$ cat src/utf8d_pkg.sv
`timescale 1ns / 1ps
// ----------------------------------------------------------------------------
// utf8d_pkg
// Shared types and constants for the extended UTF-8 stream decoder.
// ----------------------------------------------------------------------------
package utf8d_pkg;

  // field widths
  localparam int unsigned ByteW   = 8;
  localparam int unsigned CodeW   = 36;
  localparam int unsigned CountW  = 3;
  localparam int unsigned ContW   = 6;

  // default longest sequence a lead may declare
  localparam int unsigned MaxSeqLenDefault = 7;

  // result status codes
  typedef enum logic [1:0] {
    ST_OK      = 2'd0,
    ST_INVALID = 2'd1,
    ST_TRUNC   = 2'd2
  } status_e;

  // one input item
  typedef struct packed {
    logic [ByteW-1:0] in_byte;
    logic             end_of_string;
  } in_item_t;

  // one result item
  typedef struct packed {
    logic [CodeW-1:0]  code_point;
    logic [CountW-1:0] seq_bytes;
    status_e           status;
    logic              last;
  } out_item_t;

endpackage

$ cat src/utf8_stream_decoder_top.sv
`timescale 1ns / 1ps
// ----------------------------------------------------------------------------
// utf8_stream_decoder_top
// Extended UTF-8 byte-stream decoder, sequences of 1 to MAX_SEQ_LEN bytes.
// ----------------------------------------------------------------------------
// The decoder takes one byte per clock cycle, back to back, and gives one
// result for each complete sequence, invalid lead byte, or string that ends
// mid-sequence. Each result is registered before it shows on the output. The
// sequence state (bytes left, accumulator, count) updates in the same cycle a
// byte is taken, so the state loop sets the rate of one byte per cycle unless
// stalled. A two-entry output buffer (result register plus skid register)
// lets input bytes keep flowing while a result waits to be taken; input
// stalls only when both entries are full. Continuation bytes are not
// checked, and a truncated sequence reports the payload gathered so far.
// ----------------------------------------------------------------------------
module utf8_stream_decoder_top #(
  parameter int unsigned MAX_SEQ_LEN = utf8d_pkg::MaxSeqLenDefault
) (
  input  logic                 clk_i,
  input  logic                 rst_ni,
  input  logic                 in_valid_i,
  output logic                 in_ready_o,
  input  utf8d_pkg::in_item_t  in_i,
  output logic                 out_valid_o,
  input  logic                 out_ready_i,
  output utf8d_pkg::out_item_t out_o
);

  localparam int unsigned CodeW  = utf8d_pkg::CodeW;
  localparam int unsigned CountW = utf8d_pkg::CountW;
  localparam int unsigned ByteW  = utf8d_pkg::ByteW;
  localparam int unsigned ContW  = utf8d_pkg::ContW;

  // sequence state
  logic [CountW-1:0] bytes_left_q, bytes_left_d;
  logic [CodeW-1:0]  acc_q, acc_d;
  logic [CountW-1:0] seq_total_q, seq_total_d;

  // output buffer
  logic                 out_valid_q;
  utf8d_pkg::out_item_t out_q;
  logic                 skid_valid_q;
  utf8d_pkg::out_item_t skid_q;

  logic                 in_fire;
  logic                 pop;
  logic                 push;
  logic                 has_res;
  utf8d_pkg::out_item_t res;

  logic [ByteW-1:0] b;
  logic             eos;
  logic [3:0]       lead_len;
  logic [CodeW-1:0] lead_payload;
  logic [CodeW-1:0] acc_cont;

  assign in_ready_o  = !skid_valid_q;
  assign in_fire     = in_valid_i && in_ready_o;
  assign pop         = out_valid_q && out_ready_i;
  assign push        = in_fire && has_res;
  assign out_valid_o = out_valid_q;
  assign out_o       = out_q;

  assign b   = in_i.in_byte;
  assign eos = in_i.end_of_string;

  // count of leading one bits of the byte
  always_comb begin
    logic stop;
    stop     = 1'b0;
    lead_len = '0;
    for (int i = ByteW - 1; i >= 0; i--) begin
      if (!stop) begin
        if (b[i]) begin
          lead_len = lead_len + 4'd1;
        end else begin
          stop = 1'b1;
        end
      end
    end
  end

  // lead payload keeps the low (7 - length) bits
  assign lead_payload = CodeW'(b & (8'h7F >> lead_len));
  // continuation adds six low bits
  assign acc_cont     = {acc_q[CodeW-ContW-1:0], b[ContW-1:0]};

  // next state and result for the byte on the input
  always_comb begin
    bytes_left_d = bytes_left_q;
    acc_d        = acc_q;
    seq_total_d  = seq_total_q;
    has_res      = 1'b0;
    res          = '0;
    if (bytes_left_q == '0) begin
      if (!b[ByteW-1]) begin
        has_res        = 1'b1;
        res.code_point = CodeW'(b);
        res.seq_bytes  = CountW'(1);
        res.status     = utf8d_pkg::ST_OK;
        res.last       = eos;
      end else if (lead_len < 4'd2 || lead_len > 4'(MAX_SEQ_LEN)) begin
        has_res        = 1'b1;
        res.code_point = '0;
        res.seq_bytes  = CountW'(1);
        res.status     = utf8d_pkg::ST_INVALID;
        res.last       = eos;
      end else if (eos) begin
        has_res        = 1'b1;
        res.code_point = lead_payload;
        res.seq_bytes  = CountW'(1);
        res.status     = utf8d_pkg::ST_TRUNC;
        res.last       = 1'b1;
      end else begin
        acc_d        = lead_payload;
        seq_total_d  = CountW'(1);
        bytes_left_d = CountW'(lead_len - 4'd1);
      end
    end else begin
      res.code_point = acc_cont;
      res.seq_bytes  = seq_total_q + CountW'(1);
      if (bytes_left_q == CountW'(1)) begin
        has_res    = 1'b1;
        res.status = utf8d_pkg::ST_OK;
        res.last   = eos;
      end else if (eos) begin
        has_res    = 1'b1;
        res.status = utf8d_pkg::ST_TRUNC;
        res.last   = 1'b1;
      end
      if (has_res) begin
        acc_d        = '0;
        seq_total_d  = '0;
        bytes_left_d = '0;
      end else begin
        acc_d        = acc_cont;
        seq_total_d  = seq_total_q + CountW'(1);
        bytes_left_d = bytes_left_q - CountW'(1);
      end
    end
  end

  // sequence state registers
  always_ff @(posedge clk_i or negedge rst_ni) begin
    if (!rst_ni) begin
      bytes_left_q <= '0;
      acc_q        <= '0;
      seq_total_q  <= '0;
    end else if (in_fire) begin
      bytes_left_q <= bytes_left_d;
      acc_q        <= acc_d;
      seq_total_q  <= seq_total_d;
    end
  end

  // output control: result register with skid entry behind it
  always_ff @(posedge clk_i or negedge rst_ni) begin
    if (!rst_ni) begin
      out_valid_q  <= 1'b0;
      skid_valid_q <= 1'b0;
    end else if (skid_valid_q) begin
      if (pop) begin
        skid_valid_q <= 1'b0;
      end
    end else if (push) begin
      if (out_valid_q && !pop) begin
        skid_valid_q <= 1'b1;
      end else begin
        out_valid_q <= 1'b1;
      end
    end else if (pop) begin
      out_valid_q <= 1'b0;
    end
  end

  // output payload
  always_ff @(posedge clk_i) begin
    if (skid_valid_q) begin
      if (pop) begin
        out_q <= skid_q;
      end
    end else if (push) begin
      if (out_valid_q && !pop) begin
        skid_q <= res;
      end else begin
        out_q <= res;
      end
    end
  end

  // skid entry is only used behind a held result
  a_skid_behind_out : assert property (@(posedge clk_i) disable iff (!rst_ni)
    skid_valid_q |-> out_valid_q)
    else $error("skid entry valid without result register valid");

  // an invalid lead answers code 0 over one byte
  a_invalid_shape : assert property (@(posedge clk_i) disable iff (!rst_ni)
    (out_valid_q && out_q.status == utf8d_pkg::ST_INVALID) |->
      (out_q.code_point == '0 && out_q.seq_bytes == CountW'(1)))
    else $error("invalid lead result malformed");

  // truncation always closes the string
  a_trunc_last : assert property (@(posedge clk_i) disable iff (!rst_ni)
    (out_valid_q && out_q.status == utf8d_pkg::ST_TRUNC) |-> out_q.last)
    else $error("truncated result without last");

  // an open sequence has taken at least its lead
  a_open_seq : assert property (@(posedge clk_i) disable iff (!rst_ni)
    (bytes_left_q != '0) |-> (seq_total_q != '0))
    else $error("open sequence with zero bytes taken");

  // a held result stays while the sink stalls
  a_out_hold : assert property (@(posedge clk_i) disable iff (!rst_ni)
    (out_valid_q && !out_ready_i) |=> (out_valid_q && $stable(out_q)))
    else $error("result changed while stalled");

endmodule

$ cat config.mk
export PLATFORM = sky130hd
export DESIGN_NAME = utf8_stream_decoder_top
export DESIGN_NICKNAME = d
export VERILOG_FILES = /design/src/utf8d_pkg.sv /design/src/utf8_stream_decoder_top.sv
export SDC_FILE = /design/constraint.sdc
export NUM_CORES = 1
export LEC_CHECK = 0
export BUFFER_PORTS_ARGS = -buffer_cell sky130_fd_sc_hd__buf_2
export CORE_MARGIN = 2
export CORE_UTILIZATION = 35
export DETAILED_ROUTE_END_ITERATION = 7
export HOLD_SLACK_MARGIN = 0.06
export PLACE_DENSITY_LB_ADDON = 0.1
export SLEW_MARGIN = 40
export SYNTH_ARGS = -nofsm -noshare
export SYNTH_HDL_FRONTEND = slang
export SYNTH_SLANG_ARGS = --single-unit
$ cat constraint.sdc
create_clock -name clk_i -period 5.7 [get_ports clk_i]
set_clock_uncertainty 0.05 [all_clocks]
set_input_delay 1.71 -clock clk_i [delete_from_list [all_inputs] [get_ports clk_i]]
set_output_delay 1.71 -clock clk_i [all_outputs]
set_load 0.01 [all_outputs]
==> impl_metrics.yaml, run 1 <==
floorplan:
  die_h_um: 132
  fp.dieW_um: 132
  row_count: 46
  coreArea_um2: 16000
  die-area_um2: 17500
  boundaryPins: 57
  start_util_pct: 36.0
run:
  maxCapViolCount: 0
routing:
  dr.pass1.iters: 5
  dr.first_iter.drc_count: 197
  wl_per_cell_um: 16.1
  drc: 0
  vias_per_cell: 5.02
  vias: 4040
  ant_nets: 0
  routed_wl_um: 13000
worst_setup_path:
  reg2reg_depth: 9
  cp_data_arrival_time_ns: 5.53
  start_kind: "primary input"
  worstSetupEndpointType: "register"
  crit_type: "in2reg"
  cp_max_fo: 31
  required_ns: 5.76
placed_design:
  gp_congestion: 0.869
  dpl.hpwl_um: 8700
  place_area_um2: 6560
  io_buffers: 56
finish:
  design_area_um2: 7170
  n_antenna_cell: 0
  nets: 601
  drive_above_1_share_pct: 27.5
  areaGrowthSynthToFinish_pct: 24.6
outcome:
  outcome: "finished clean"
yosys:
  synthAdderAreaFrac_pct: 2.61
  async_flop_share_pct: 31.1
  synth_edf_count: 84
  synth.mux.area_fraction_pct: 4.98
  synth_area_um2: 5760
  syn_nets: 521
  ys_ff_latch: 122
  synth-compound-area-share_pct: 14.4
  synth_xor_area_share_pct: 0.456
  synth_top_area_cell: "edfxtp_1"
  yosys-top-cells-area: "edfxtp_1 44%, dfrtp_1 17%, nand2_1 3.6%"
  postSynthCellCount: 496
  synthSimpleGateAreaFrac_pct: 12.0
  ys_seq_area_share_pct: 60.3
  avgSynthCellArea_um2: 11.6
  yosysUniqueCellTypes: 62
  synthFlopType: "edfxtp_1"
  synth_top_family_by_area: "compound AO/OA/AOI/OAI gates"
  synth_top_area_share_pct: 43.8
  synth_warnings: 0
global_route:
  antenna_found_initial: 0
  grt_first_pass_wirelength_um: 21300
  grt.overflow.total: 0
  grt_start_max_net_pins: 65
  grt_pass1_vias: 4110
  track_usage_pct: 15.7
cts:
  clock_latency_ns: 0.41
  post_cts_buffers: 0
  clk_pin_slew_worst_paths_ns: 0.05
  cts_buffers: 17
  cts_resized: 0
  clockBufferDepth: 2
  cts_max_level: 4
  cts_hold_buffers: 0
  clock_sinks: 122
  cts_tree: "done"
  root_buffer: "clkbuf_16"
sta:
  hold_ws_ns: 0.456
  slew_headroom_pct: 54.6
  drv_slew: 0
  fmax_mhz: 183
  rsz0062_at_grt: "no"
  setup-violations-final: 0
  worstMarginPinSlew_ns: 0.681
  fin_crit_sh_pct: 96.1
  hold_violations: 0
  min_period_ns: 5.48
hold_path:
  hold_depth: 1
  min_path_type: "reg2reg"
pwr:
  ir_drop_v: 0.000244
  leakagePower_nw: 2.83
  p_per_area_nw_per_um2: 522
[cell families after synthesis]
logic type                 Yosys count
xor gates and xnor gates             3
muxes                               25
buffers and inverters               74
and+or+nand+nor                    143
DFF                                122
AOI/OAI and AO/OA                  117
adders and majority gates           12
[path summary, 6_finish.rpt]
path	start	endpoint	slack (ns)
max in group asynchronous	rst_ni	skid_valid_q$_DFF_PN0_	4.00
min in group asynchronous	rst_ni	bytes_left_q[0]$_DFFE_PN0P_	1.21
setup / recovery	in_i[8]	skid_q[19]$_DFFE_PP_	0.22
hold reg to reg	bytes_left_q[1]$_DFFE_PN0P_	bytes_left_q[1]$_DFFE_PN0P_	0.46
hold / removal	bytes_left_q[1]$_DFFE_PN0P_	bytes_left_q[1]$_DFFE_PN0P_	0.46
setup reg to reg	bytes_left_q[0]$_DFFE_PN0P_	out_o[12]$_DFFE_PP_	2.95
[cells in the mapped netlist (2+ instances only)]
cell type / number
o211ai_1: 4
o21ai_0: 40
a21boi_1: 2
o22ai_1: 4
nor2_1: 29
clkbuf_2: 2
xnor2_1: 2
o311a_1: 2
o2111ai_1: 2
buf_2: 2
edfxtp_1: 84
nor3_1: 3
mux2_2: 17
ha_1: 12
o21bai_1: 2
mux2i_1: 5
nand3_1: 3
inv_1: 41
buf_6: 2
nor2b_1: 11
inv_2: 2
a31oi_1: 2
mux2_4: 3
o31ai_4: 2
a21oi_1: 8
nand2_1: 55
dfrtp_1: 38
a211o_1: 2
and2_1: 5
a21boi_0: 3
a22o_1: 2
clkbuf_1: 20
buf_1: 4
o31ai_1: 26
nand4_1: 27
a211oi_1: 2
[critical path: stages]
cell and delay (ns):
buf_2 0.12, a21boi_2 0.15, ha_1 0.31, nand2_1 0.08, a31oi_1 0.23, ha_1 0.28
mux2_4 0.28, ha_4 0.22, mux2i_1 0.13, a21oi_1 0.08, ha_1 0.22, a21boi_1 0.20
o2111ai_1 0.21, and4_2 0.31, o31ai_4 0.27, o31ai_4 0.12, nor4_4 0.35, buf_12 0.26
[cell usage in the layout (no fill, tap or decap), types with 8 or more instances in the layout]
master     count
nor2_1        29
o31ai_1       25
a21oi_1        8
nand4_1       27
nor2b_1       10
ha_1          11
buf_2         55
mux2_2        16
clkbuf_16     17
o21ai_0       39
edfxtp_1      84
inv_1         41
buf_4         33
nand2_1       54
dfrtp_1       37
[flip-flops by register name, indices dropped and copies added, names as in the netlist]
register and flops:
out_valid_o 1, seq_total_q 3, bytes_left_q 3, skid_q 42, acc_q 30, out_o 42
skid_valid_q 1
[metal layers]
layer / vias up / wire length [um] / GRT usage (%)
li1: 1979 / - / -
met1: 1979 / 5770 / 19.0
met2: 65 / 6580 / 26.6
met3: 17 / 413 / 4.46
met4: 0 / 210 / 5.68
met5: - / 0 / 0
[through the flow]
stage	worst slack [ns]	util [%]	total power [mW]	std cells	TNS, ns
6_report	0.224	44.8	3.74	805	0
5_1_grt	0.00588	44.8	3.97	805	0
4_1_cts	0.227	44.8	3.79	805	0
3_5_place_dp	-0.195	41.0	2.67	773	-17.57
3_3_place_gp	-0.119	41.0	2.65	773	-8.61
2_1_floorplan	-1.19	-	2.22	496	-86.80
[cell type report]
class / count / area, um2
Inverter: 43 / 164
Tap cell: 216 / 270
Sequential cell: 122 / 3470
Timing Repair Buffer: 92 / 603
Multi-Input combinational cell: 300 / 2050
Fill cell: 1531 / 8830
Clock inverter: 13 / 176
Clock buffer: 19 / 433
[power by group]
| group | switching [mW] | total [mW] | internal, mW |
|---|---|---|---|
| clock network | 0.379 | 1.11 | 0.726 |
| registers | 0.0950 | 1.38 | 1.29 |
| logic | 0.790 | 1.26 | 0.465 |
| total | 1.26 | 3.74 | 2.48 |
(Power assumes the default switching activity.)
==> run 2, diff against run 1 <==
--- a/config.mk
+++ b/config.mk
@@ -6,8 +6,8 @@
 export NUM_CORES = 1
 export LEC_CHECK = 0
-export BUFFER_PORTS_ARGS = -buffer_cell sky130_fd_sc_hd__buf_2
 export CORE_MARGIN = 2
 export CORE_UTILIZATION = 35
 export DETAILED_ROUTE_END_ITERATION = 7
+export DONT_BUFFER_PORTS = 1
 export HOLD_SLACK_MARGIN = 0.06
 export PLACE_DENSITY_LB_ADDON = 0.1
==> constraint.sdc (replaced) <==
create_clock -name clk_i -period 5.7 [get_ports clk_i]
set_clock_uncertainty 0.05 [all_clocks]
set_input_delay 1.14 -clock clk_i [delete_from_list [all_inputs] [get_ports clk_i]]
set_output_delay 1.14 -clock clk_i [all_outputs]
set_load 0.01 [all_outputs]
==> run 2 against run 1 <==
Against the previous run:
- sequential share of layout area is 4.0 points higher
- critical endpoint is now out_o[12]$_DFFE_PP_
- combinational power is 25% lower
- register-to-register slack better by 0.04 ns
- count of clock-buffer cells in the layout is 2 higher
- highest routed layer unchanged
- critical path type unchanged
- largest cell class unchanged
==> impl_metrics.yaml, run 2 (synthesis gave the netlist of run 1 again) <==
sta:
  drv_slew: 0
  hold_ws_ns: 0.373
  setup_tns_ns: 0
  hold_violations: 0
  min_period_ns: 5.02
  worstMarginPinSlew_ns: 0.666
  slew_headroom_pct: 55.6
  fin_crit_sh_pct: 88.1
  rsz0062_at_grt: "no"
  setup-violations-final: 0
  fmax_mhz: 199
cts:
  cts_resized: 0
  clk_pin_slew_worst_paths_ns: 0.05
  clockBufferDepth: 2
  clock_sinks: 122
  cts_max_level: 4
  cts_buffers: 17
  root_buffer: "clkbuf_16"
  post_cts_buffers: 0
  cts_tree: "done"
  clock_latency_ns: 0.41
  cts_hold_buffers: 0
finish:
  nets: 520
  final_cell_mix: "84 x edfxtp_1, 54 x nand2_1, 41 x inv_1"
  layout_commonest_cell: "edfxtp_1"
  areaGrowthSynthToFinish_pct: 15.1
  final_cells: 724
  drive_above_1_share_pct: 14.8
  design_area_um2: 6630
  n_antenna_cell: 0
routing:
  wl_per_cell_um: 17.6
  vias_per_cell: 5.21
  dr.pass1.iters: 4
  vias: 3770
  drc: 0
  routed_wl_um: 12800
  dr.first_iter.drc_count: 163
  ant_nets: 0
pwr:
  p_per_area_nw_per_um2: 525
  clkPwrFrac_pct: 28.7
  switching_share_pct: 34.6
  power.internal_mw: 2.28
  p_seq_share_pct: 44.0
  p_sw_mw: 1.21
  p_comb_share_pct: 27.3
  leakagePower_nw: 2.45
  ir_drop_v: 0.000256
placed_design:
  dp_cells: 692
  dpl.hpwl_um: 8600
  gp_congestion: 0.846
  io_buffers: 0
  place_area_um2: 6080
floorplan:
  die_h_um: 132
  coreArea_um2: 16000
  row_count: 46
  die-area_um2: 17500
  fp.dieW_um: 132
  start_util_pct: 36.0
  boundaryPins: 57
global_route:
  grt.overflow.total: 0
  track_usage_pct: 15.2
  antenna_found_initial: 0
  grt_start_max_net_pins: 64
  grt_first_pass_wirelength_um: 20700
  grt_pass1_vias: 3754
worst_setup_path:
  start_kind: "primary input"
  path_cells: "inv_1 -> a21boi_2 -> ha_1 -> nand2_1 -> a31oi_1 -> ha_1 -> mux2_4 -> ha_4 -> mux2i_1 -> a21oi_1 -> ha_1 -> a21boi_1 -> o2111ai_1 -> a211o_1 -> nand2_1 -> inv_1 -> ha_1 -> and2_1 -> o211ai_1 -> o21ai_0 -> mux2_2"
  cp_max_fo: 7
  critical-path-top-delay-family: "compound AO/OA/AOI/OAI gates"
  worst-path-buf-inv: 2
  cp_slowest_cell: "a211o_1"
  worstSetupEndpointType: "register"
  cp_data_arrival_time_ns: 5.13
  slowest_delay_ns: 0.37
  crit_top_cell: "ha_1"
  crit_type: "in2reg"
  required_ns: 5.81
outcome:
  outcome: "finished clean"
hold_path:
  min_path_type: "in2async"
run:
  maxCapViolCount: 0
==> run 2: cell count changes in the layout (fill, tap and decap cells not counted) <==
cell	before	now
buf_2	55	0
clkbuf_1	2	4
buf_12	4	3
buf_4	33	8
bufinv_16	4	2
clkinv_4	2	0
dfrtp_2	1	0
dfrtp_4	0	1
clkinv_2	4	2
clkinv_1	1	5
==> run 2: final cells by class <==
type / count / area (um2)
Clock buffer: 21 / 440
Fill cell: 1577 / 9370
Sequential cell: 122 / 3480
Multi-Input combinational cell: 300 / 2050
Tap cell: 216 / 270
Timing Repair Buffer: 11 / 120
Inverter: 43 / 164
Clock inverter: 11 / 104
==> run 2: through the flow <==
stage / util (%) / worst slack, ns / total power [mW]
after global placement: 38.0 / 0.322 / 2.51
after detailed placement: 38.0 / 0.238 / 2.53
after CTS: 41.4 / 0.656 / 3.54
final: 41.4 / 0.677 / 3.48
after global routing: 41.4 / 0.360 / 3.70
after floorplan: - / -0.623 / 2.22
==> run 2: metal layers <==
metal  vias to the layer above  track usage (%)  part of all wire (%)  wire length, um
met2                        65             24.9                    49             6280
met1                      1870             19.4                    47             5940
met4                         0             5.73                   1.4              182
li1                       1821                -                     -                -
met5                         -                0                     0                0
met3                        14             3.84                   2.8              360
==> run 2: path summary, 6_finish.rpt <==
kind                                        startpoint                       to  slack, ns  depth (start not counted)
worst max register to register  skid_valid_q$_DFF_PN0_    acc_q[27]$_DFFE_PN0P_       2.99                          5
worst max-delay path                           in_i[6]      out_o[12]$_DFFE_PP_       0.68                         21
worst min-delay path                            rst_ni  out_valid_o$_DFFE_PN0P_       0.37                          0
worst min register to register    acc_q[8]$_DFFE_PN0P_    acc_q[14]$_DFFE_PN0P_       0.45                          2
min in group clk_i                acc_q[8]$_DFFE_PN0P_    acc_q[14]$_DFFE_PN0P_       0.45                          2
max in group asynchronous                       rst_ni     acc_q[7]$_DFFE_PN0P_       5.12                          0
==> run 2: power groups by stage <==
stage	Clock, mW	Sequential (mW)	Combinational, mW
3_3_place_gp	0	1.55	0.963
3_5_place_dp	0	1.56	0.967
6_report	0.998	1.53	0.951
5_1_grt	1.07	1.56	1.07
2_1_floorplan	0	1.45	0.766
4_1_cts	1.02	1.54	0.972
==> run 3, diff against run 2 <==
CORE_UTILIZATION = 45   (was 35)
==> run 3 against run 2 <==
Against the previous run:
- sequential share of layout area rose by 0.51 points
- utilization rose by 11 points
- worst hold slack improved by 0.0036 ns
- cell count fell by 5.9%
- sequential cell count did not move
- register-to-register slack improved by 0.13 ns
- via count rose by 0.48%
- count of clock-buffer cells in the layout rose by 1
- setup slack improved by 0.11 ns
- sequential power fell by 4%
- clock power fell by 3.1%
==> impl_metrics.yaml, run 3 (synthesis gave the netlist of run 1 again) <==
outcome:
  outcome: "finished clean"
placed_design:
  dpl.hpwl_um: 8240
  gp_congestion: 0.843
  dp_cells: 650
  io_buffers: 0
  place_area_um2: 6030
worst_setup_path:
  path_cells: "inv_1 -> a21boi_2 -> ha_1 -> nand2_1 -> a31oi_1 -> ha_1 -> mux2_4 -> ha_4 -> mux2i_1 -> a21oi_1 -> ha_1 -> mux2_4 -> mux2i_1 -> a21o_4 -> inv_4 -> o31ai_4 -> o31ai_4 -> nor4_4 -> buf_12"
  crit_type: "in2reg"
  required_ns: 5.74
  cp_max_fo: 35
  critical-path-top-delay-family: "adder cells"
  cp_data_arrival_time_ns: 4.95
  start_kind: "primary input"
  cp_slowest_cell: "nor4_4"
  crit_top_cell: "ha_1"
  worst-path-buf-inv: 3
  worstSetupEndpointType: "register"
  r2r_slack_ns: 3.12
  slowest_delay_ns: 0.37
cts:
  cts_max_level: 4
  root_buffer: "clkbuf_16"
  cts_tree: "done"
  clockBufferDepth: 2
  cts_buffers: 17
  clock_latency_ns: 0.40
  post_cts_buffers: 0
  cts_resized: 0
  clock_sinks: 122
  cts_hold_buffers: 0
  clk_pin_slew_worst_paths_ns: 0.06
floorplan:
  start_util_pct: 45.8
  coreArea_um2: 12600
  boundaryPins: 57
  row_count: 41
  die_h_um: 117
  fp.dieW_um: 117
  die-area_um2: 13700
pwr:
  leakagePower_nw: 2.46
  ir_drop_v: 0.000298
  p_per_area_nw_per_um2: 526
global_route:
  grt.overflow.total: 0
  grt_first_pass_wirelength_um: 20500
  grt_pass1_vias: 3731
  grt_start_max_net_pins: 64
  track_usage_pct: 20.0
  antenna_found_initial: 0
routing:
  dr.pass1.iters: 4
  vias_per_cell: 5.56
  dr.first_iter.drc_count: 253
  vias: 3788
  ant_nets: 0
  wl_per_cell_um: 18.2
  drc: 0
  routed_wl_um: 12400
finish:
  final_cells: 681
  fin_util_pct: 52.2
  nets: 522
  final_cell_mix: "84 x edfxtp_1, 54 x nand2_1, 41 x inv_1"
  layout_commonest_cell: "edfxtp_1"
  areaGrowthSynthToFinish_pct: 13.9
  n_antenna_cell: 0
  design_area_um2: 6560
  fillers: 1076
  drive_above_1_share_pct: 15.9
sta:
  setup-violations-final: 0
  fmax_mhz: 204
  hold_violations: 0
  slew_headroom_pct: 54.3
  hold_ws_ns: 0.376
  worstMarginPinSlew_ns: 0.680
  min_period_ns: 4.91
  rsz0062_at_grt: "no"
  fin_crit_sh_pct: 86.1
  drv_slew: 0
run:
  maxCapViolCount: 0
hold_path:
  min_path_type: "in2async"
run 3: changes by cell type in the layout (fill, tap and decap cells not counted):
cell	before	now
buf_4	8	11
clkbuf_8	0	1
bufinv_16	2	1
dfrtp_4	1	0
clkinvlp_4	2	1
clkinv_2	2	6
clkinv_1	5	0
dfrtp_2	0	1
buf_12	3	2
clkinv_4	0	1
run 3: layout make-up:
class	count	area [um2]	share of cell area (%)
Inverter	43	164	2.50
Clock buffer	22	454	6.92
Multi-Input combinational cell	300	2050	31.3
Timing Repair Buffer	13	123	1.87
Clock inverter	9	76.3	1.16
Tap cell	172	215	3.28
Sequential cell	122	3470	53.0
run 3: worst register-to-register path, stage by stage (launching register included):
cell	delay, ns
dfrtp_1	0.42
inv_1	0.10
ha_1	0.21
nand2_1	0.07
buf_4	0.26
nor3_1	0.62
o211ai_1	0.25
a21boi_0	0.32
mux2_2	0.21
run 3: final timing paths:
check	start	end	depth (start not counted)
worst min register to register	skid_q[23]$_DFFE_PP_	out_o[23]$_DFFE_PP_	2
worst max register to register	bytes_left_q[0]$_DFFE_PN0P_	acc_q[3]$_DFFE_PN0P_	8
worst max-delay path	in_i[6]	skid_q[12]$_DFFE_PP_	19
max in group asynchronous	rst_ni	skid_valid_q$_DFF_PN0_	0
min in group clk_i	skid_q[23]$_DFFE_PP_	out_o[23]$_DFFE_PP_	2
worst min-delay path	rst_ni	acc_q[27]$_DFFE_PN0P_	0
run 3: layer usage:
metal	share of wire, %	routed length (um)	track usage (%)	vias to the layer above
met1	47	5850	28.3	1860
met2	47	5840	30.3	91
met3	4.5	558	5.46	17
met4	1.2	154	6.27	0
li1	-	-	-	1820
met5	0	0	0	-
run 3: where the power goes:
group          total, mW  switching (mW)  internal, mW
Sequential          1.47           0.175          1.30
Combinational       1.02           0.664         0.351
Clock              0.967           0.364         0.603
run 3: through the flow:
step | setup WS, ns | total power, mW | TNS, ns
after floorplan | -0.623 | 2.22 | -38.92
after global placement | 0.438 | 2.49 | 0
after detailed placement | 0.369 | 2.51 | 0
after CTS | 0.783 | 3.49 | 0
after global routing | 0.466 | 3.68 | 0
final | 0.790 | 3.45 | 0
